$ cat src/sli_pkg.sv
// Package for the sorted list block: widths, default depth and result status codes.
// Used by sli_cell and sorted_list_insert_remove; depends on nothing else.
`default_nettype none

package sli_pkg;

    localparam int DATA_W         = 32;
    localparam int LIST_DEPTH_DEF = 16;

    typedef logic signed [DATA_W-1:0] data_t;

    typedef enum logic [2:0] {
        ST_INSERTED = 3'd0,
        ST_REMOVED  = 3'd1,
        ST_ABSENT   = 3'd2,
        ST_EMPTY    = 3'd3,
        ST_FULL     = 3'd4
    } status_t;

    // Broadcast command to every cell of the row.
    typedef struct packed {
        logic  ins_en;
        logic  rem_en;
        data_t value;
    } cell_cmd_t;

endpackage

`default_nettype wire

$ cat src/sorted_list_insert_remove.sv
// Top level of the sorted list: a row of sli_cell instances plus count and result logic.
// Depends on sli_pkg and sli_cell.
//
// Usage: a transaction is accepted at a rising edge where start is high and busy is
// low; action 0 inserts value in ascending order (after equal values), action 1
// removes the first stored copy of value. busy stays low, so a new transaction may
// be started in every cycle. The whole row of cells compares against the broadcast
// value and shifts in the accepting cycle, and the result appears in the cycle after
// acceptance: done is high for exactly one cycle with status, entry_count, smallest
// and largest describing the list after the operation. Throughput is one transaction
// per cycle, set by the compare-and-shift of the cell row. The receiver cannot stall;
// a result is shown once and is gone in the next cycle. smallest and largest read
// 0 when the list is empty. Reset (rst_n low, asynchronous) empties the list and
// clears done; stored values are not cleared, since only entries below the count
// are ever read.
`default_nettype none

module sorted_list_insert_remove #(
    parameter int LIST_DEPTH = sli_pkg::LIST_DEPTH_DEF,
    parameter int CNT_W      = $clog2(LIST_DEPTH + 1)
) (
    input  wire logic             clk,
    input  wire logic             rst_n,
    input  wire logic             start,
    output logic                  busy,
    input  wire logic             action,
    input  wire sli_pkg::data_t   value,
    output logic                  done,
    output sli_pkg::status_t      status,
    output logic [CNT_W-1:0]      entry_count,
    output sli_pkg::data_t        smallest,
    output sli_pkg::data_t        largest
);
    import sli_pkg::*;

    data_t            cell_value [LIST_DEPTH];
    logic             cell_gt    [LIST_DEPTH];
    logic             cell_ge    [LIST_DEPTH];
    logic [LIST_DEPTH-1:0] cell_eq;

    cell_cmd_t        cmd;
    logic             accept;
    logic             full;
    logic             found;
    logic [CNT_W-1:0] count_reg;
    logic [CNT_W-1:0] count_next;
    status_t          status_reg;
    status_t          status_next;
    logic             done_reg;
    data_t            last_value;

    assign busy   = 1'b0;
    assign accept = start && !busy;
    assign full   = count_reg == CNT_W'(LIST_DEPTH);
    assign found  = |cell_eq;

    always_comb
    begin
        cmd.value   = value;
        cmd.ins_en  = accept && !action && !full;
        cmd.rem_en  = accept && action && found;
        count_next  = count_reg;
        status_next = status_reg;
        if (accept)
        begin
            if (!action)
            begin
                if (full)
                    status_next = ST_FULL;
                else
                begin
                    status_next = ST_INSERTED;
                    count_next  = count_reg + CNT_W'(1);
                end
            end
            else if (count_reg == '0)
                status_next = ST_EMPTY;
            else if (found)
            begin
                status_next = ST_REMOVED;
                count_next  = count_reg - CNT_W'(1);
            end
            else
                status_next = ST_ABSENT;
        end
    end

    for (genvar i = 0; i < LIST_DEPTH; i++)
    begin : g_cell
        data_t left_v;
        logic  left_g;
        data_t right_v;

        if (i == 0)
        begin : g_first
            assign left_v = value;
            assign left_g = 1'b0;
        end
        else
        begin : g_mid
            assign left_v = cell_value[i-1];
            assign left_g = cell_gt[i-1];
        end

        if (i == LIST_DEPTH - 1)
        begin : g_last
            assign right_v = cell_value[i];
        end
        else
        begin : g_inner
            assign right_v = cell_value[i+1];
        end

        sli_cell #(
            .IDX   (i),
            .CNT_W (CNT_W)
        ) u_cell (
            .clk         (clk),
            .cmd         (cmd),
            .count       (count_reg),
            .left_value  (left_v),
            .left_gt     (left_g),
            .right_value (right_v),
            .value       (cell_value[i]),
            .gt          (cell_gt[i]),
            .ge          (cell_ge[i]),
            .eq          (cell_eq[i])
        );
    end

    // Exactly one cell sits at the tail of a non-empty list, so an AND-OR picks it.
    always_comb
    begin
        last_value = '0;
        for (int i = 0; i < LIST_DEPTH; i++)
        begin
            if (count_reg == CNT_W'(i + 1))
                last_value = last_value | cell_value[i];
        end
    end

    always_ff @(posedge clk or negedge rst_n)
    begin
        if (!rst_n)
        begin
            count_reg  <= '0;
            status_reg <= ST_INSERTED;
            done_reg   <= 1'b0;
        end
        else
        begin
            count_reg  <= count_next;
            status_reg <= status_next;
            done_reg   <= accept;
        end
    end

    assign done        = done_reg;
    assign status      = status_reg;
    assign entry_count = count_reg;
    assign smallest    = (count_reg == '0) ? '0 : cell_value[0];
    assign largest     = last_value;

endmodule

`default_nettype wire

$ cat src/sli_cell.sv
// One storage cell of the sorted row: holds a value, compares it with the broadcast
// value, and shifts in from its left or right neighbor. Depends on sli_pkg.
`default_nettype none

module sli_cell #(
    parameter int IDX   = 0,
    parameter int CNT_W = 5
) (
    input  wire logic              clk,
    input  wire sli_pkg::cell_cmd_t cmd,
    input  wire logic [CNT_W-1:0]  count,
    input  wire sli_pkg::data_t    left_value,
    input  wire logic              left_gt,
    input  wire sli_pkg::data_t    right_value,
    output sli_pkg::data_t         value,
    output logic                   gt,
    output logic                   ge,
    output logic                   eq
);
    import sli_pkg::*;

    data_t value_reg;
    data_t value_next;
    logic  occupied;
    logic  at_end;

    assign occupied = CNT_W'(IDX) < count;
    assign at_end   = CNT_W'(IDX) == count;
    assign gt       = occupied && (value_reg > cmd.value);
    assign ge       = occupied && (value_reg >= cmd.value);
    assign eq       = occupied && (value_reg == cmd.value);
    assign value    = value_reg;

    // The row stays sorted, so the greater flags rise once along it: on insert, a
    // cell with a greater left neighbor moves right, the first greater (or free)
    // cell takes the new value; on remove, cells >= the value shift left.
    always_comb
    begin
        value_next = value_reg;
        if (cmd.ins_en)
        begin
            if (left_gt)
                value_next = left_value;
            else if (gt || at_end)
                value_next = cmd.value;
        end
        else if (cmd.rem_en)
        begin
            if (ge)
                value_next = right_value;
        end
    end

    always_ff @(posedge clk)
    begin
        value_reg <= value_next;
    end

endmodule

`default_nettype wire

$ cat config.mk
export PLATFORM = sky130hd
export DESIGN_NAME = sorted_list_insert_remove
export DESIGN_NICKNAME = d
export VERILOG_FILES = /design/src/sli_pkg.sv /design/src/sorted_list_insert_remove.sv /design/src/sli_cell.sv
export SDC_FILE = /design/constraint.sdc
export NUM_CORES = 2
export LEC_CHECK = 0
export ABC_AREA = 1
export BUFFER_PORTS_ARGS = -buffer_cell sky130_fd_sc_hd__buf_2
export CORE_MARGIN = 4
export CORE_UTILIZATION = 38
export CTS_BUF_LIST = sky130_fd_sc_hd__clkbuf_8 sky130_fd_sc_hd__clkbuf_16
export DETAILED_ROUTE_END_ITERATION = 8
export PLACE_DENSITY_LB_ADDON = 0.1
export SYNTH_ARGS = -nofsm -noshare
export SYNTH_HDL_FRONTEND = slang
export SYNTH_SLANG_ARGS = --single-unit
$ cat constraint.sdc
create_clock -name clk -period 8.5 [get_ports clk]
set_input_delay 0.425 -clock clk [delete_from_list [all_inputs] [get_ports clk]]
set_output_delay 0.425 -clock clk [all_outputs]
set_load 0.02 [all_outputs]
==> impl_metrics.env <==
export IMPL_critPathKind="reg2out"
export IMPL_cts_setup_buffers=0
export IMPL_start_util_pct=38.3
export IMPL_seqCellArea_um2=15600
export IMPL_place_congestion=0.952
export IMPL_clock_fmax_mhz=184
export IMPL_syn_inst=6369
export IMPL_dr_pass1_iters=7
export IMPL_synthDistinctLibCells=46
export IMPL_hold_path_class="in2reg"
export IMPL_drive_gt1_share_pct=6.11
export IMPL_cp_required_ps=8080
export IMPL_synth_edf_count=512
export IMPL_grt_pass1_wl_mm=302
export IMPL_relSlewSlack_pct=21.1
export IMPL_drtIter0Drc=6150
export IMPL_p_leak_nw=24.5
export IMPL_final_max_slew_viol_count=0
export IMPL_setup_tns_ps=0
export IMPL_root_buffer="clkbuf_16"
export IMPL_antenna_found_initial=4
export IMPL_first_global_vias=42400
export IMPL_fin_crit_sh_pct=64.0
export IMPL_critical_path_max_stage_delay_ps=720
export IMPL_peakVddDrop_v=0.000214
export IMPL_yosys_area_share_simple_pct=34.1
export IMPL_io_pin_count=110
export IMPL_yosysSeqAreaShare_pct=34.0
export IMPL_finalWirelength_mm=212
export IMPL_cp_end_kind="primary output"
export IMPL_ys_warn_count=0
export IMPL_numPortBuffers=108
export IMPL_post_route_min_period_ps=5440
export IMPL_htreeDepth=3
export IMPL_p_per_area_nw_per_um2=261
export IMPL_wire_per_inst_um=26.6
export IMPL_avgSynthCellArea_um2=7.20
export IMPL_via_per_inst=5.82
export IMPL_fin_skew_ps=33.8
export IMPL_syn_to_final_growth_pct=9.36
export IMPL_cts_path_max_buffers=3
export IMPL_design_die_area_um2=126000
export IMPL_clk_pin_slew_ps=60
export IMPL_fp_dieH_um=355
export IMPL_cts_resized=0
export IMPL_synthAdderAreaFrac_pct=14.1
export IMPL_gr_total_overflow=0
export IMPL_fillers=12600
export IMPL_rows=127
export IMPL_hpwl_mm=157
export IMPL_multi_input_comb_area_um2=26300
export IMPL_path_cells="inv_1, ha_1, nand2_2, buf_4, inv_1, nand2_1, nand2_1, a221oi_1, nand4_1, buf_2"
export IMPL_synth_compound_area_share_pct=8.44
export IMPL_cts_tree="done"
export IMPL_async_reset_ff_share_pct=1.73
export IMPL_synth_top_family_by_area="simple AND/OR/NAND/NOR gates"
export IMPL_critPathMaxFanout=28
export IMPL_largest_reg_flops=512
export IMPL_synth_cell_area_um2=45900
export IMPL_tightestPinTransition_ps=1150
export IMPL_drcViolationCount=0
export IMPL_core_area_um2=120000
export IMPL_slowest_stage="dfrtp_1"
export IMPL_outcome="completed"
export IMPL_layout_common_cells="nand2_1 (2274), inv_1 (718), nand3_1 (529), ha_1 (517), edfxtp_1 (512)"
export IMPL_vias=46400
export IMPL_synthMuxAreaShare_pct=0
export IMPL_numCtsBuffers=71
export IMPL_setup_violations=0
export IMPL_worstPathArrival_ps=5010
export IMPL_die_w_um=355
export IMPL_ys_flop_type="edfxtp_1"
export IMPL_clock_latency_ps=670
export IMPL_hold_viol=0
export IMPL_synthXorXnorAreaFrac_pct=0.134
export IMPL_synth_seq_cells=521
export IMPL_drv_cap=0
export IMPL_rsz0062_at_grt="false"
export IMPL_postRouteAntennaNets=0
export IMPL_crit_path_start_kind="register"
export IMPL_power_total_mw=13.1
export IMPL_fin_hold_ws_ps=89.3
export IMPL_final_common_cell="nand2_1"
export IMPL_grt_usage_pct=32.4
export IMPL_grt_max_degree=143
export IMPL_nets=6853
export IMPL_numClockSinks=521
export IMPL_synthesis_nets=6922
area by class of cell:
cell class	instances	share of cell area, %
Multi-Input combinational cell	4776	52.4
Sequential cell	521	31.1
Inverter	706	5.31
Tap cell	1612	4.02
Clock buffer	77	3.80
Timing Repair Buffer	224	2.85
Clock inverter	50	0.521
Antenna cell	3	0.0150
Yosys cell counts (all sizes together), types with 7 or more instances:
cell	n	area share (%)
a21o	25	0.41
edfxtp	512	34
inv	704	5.8
a21oi	255	2.8
nand2	2279	19
a221oi	54	1.0
o22ai	106	1.4
buf	204	2.1
a21boi	8	0.18
o21a	24	0.39
a211oi	12	0.20
clkbuf	162	1.3
nor4	7	0.095
ha	517	14
dfrtp	9	0.49
o21ai	105	1.2
nand4	476	6.5
nand3	547	6.1
nor2	304	2.6
o221ai	26	0.50
o2111ai	8	0.15
repair_timing:
| item | in CTS | in global routing |
|---|---|---|
| hold buffers | 2 | 0 |
| endpoints found under the hold margin | 10 | 0 |
| setup endpoints to repair | 0 | 0 |
report_power, final:
part,internal (mW),leakage (nW),switching (mW)
registers,3.32,4.80,0.400
logic,1.70,18.6,4.71
clock network,1.66,1.15,1.29
per-layer routing:
| metal | share of wire (%) | GRT usage, % | wire [um] | vias to the layer above |
|---|---|---|---|---|
| met5 | 0.0057 | 0 | 12 | - |
| met4 | 3.1 | 9.53 | 6620 | 2 |
| met3 | 12 | 9.02 | 25100 | 324 |
| met2 | 42 | 48.0 | 88900 | 2534 |
| met1 | 43 | 45.9 | 91200 | 22000 |
| li1 | - | - | - | 21600 |
final timing paths:
check                      depth (start not counted)      startpoint  slack (ps)                         end
setup / recovery                                  10  entry_count[1]        3060                 largest[19]
hold / removal                                     3       value[17]          90  g_cell[0].u_cell.value[17]
setup reg to reg                                  10  entry_count[1]        3180   g_cell[1].u_cell.value[3]
hold reg to reg                                    2       status[1]         490                   status[1]
max in group asynchronous                          2           rst_n        8180                   status[2]
min in group asynchronous                          2           rst_n         140                   status[0]
critical path, delay by kind of cell, from the launching register on:
family | cells | cell delay, ps
buf+inv | 4 | 1560
simple gates | 4 | 960
flops | 1 | 720
compound gates | 1 | 710
fa+ha+maj | 1 | 360
through the flow:
stage	cell area [um^2]	worst slack (ps)	utilization (%)	std cells
after CTS	50100	3300	41.9	7966
final	50200	3060	41.9	7969
after global placement	48000	2950	40.0	7837
after detailed placement	48000	2880	40.0	7837
after floorplan	45900	4100	-	6369
after global routing	50100	3030	41.9	7966
logic make-up after synthesis:
logic type               count (synthesis)
other                                    1
buffers and inverters                 1072
AND/OR/NAND/NOR                       3619
flip-flops                             521
XOR/XNOR                                 7
AO/OA/AOI/OAI                          632
adder cells (fa/ha/maj)                517
Note: power is estimated with default switching activity, not from simulation.
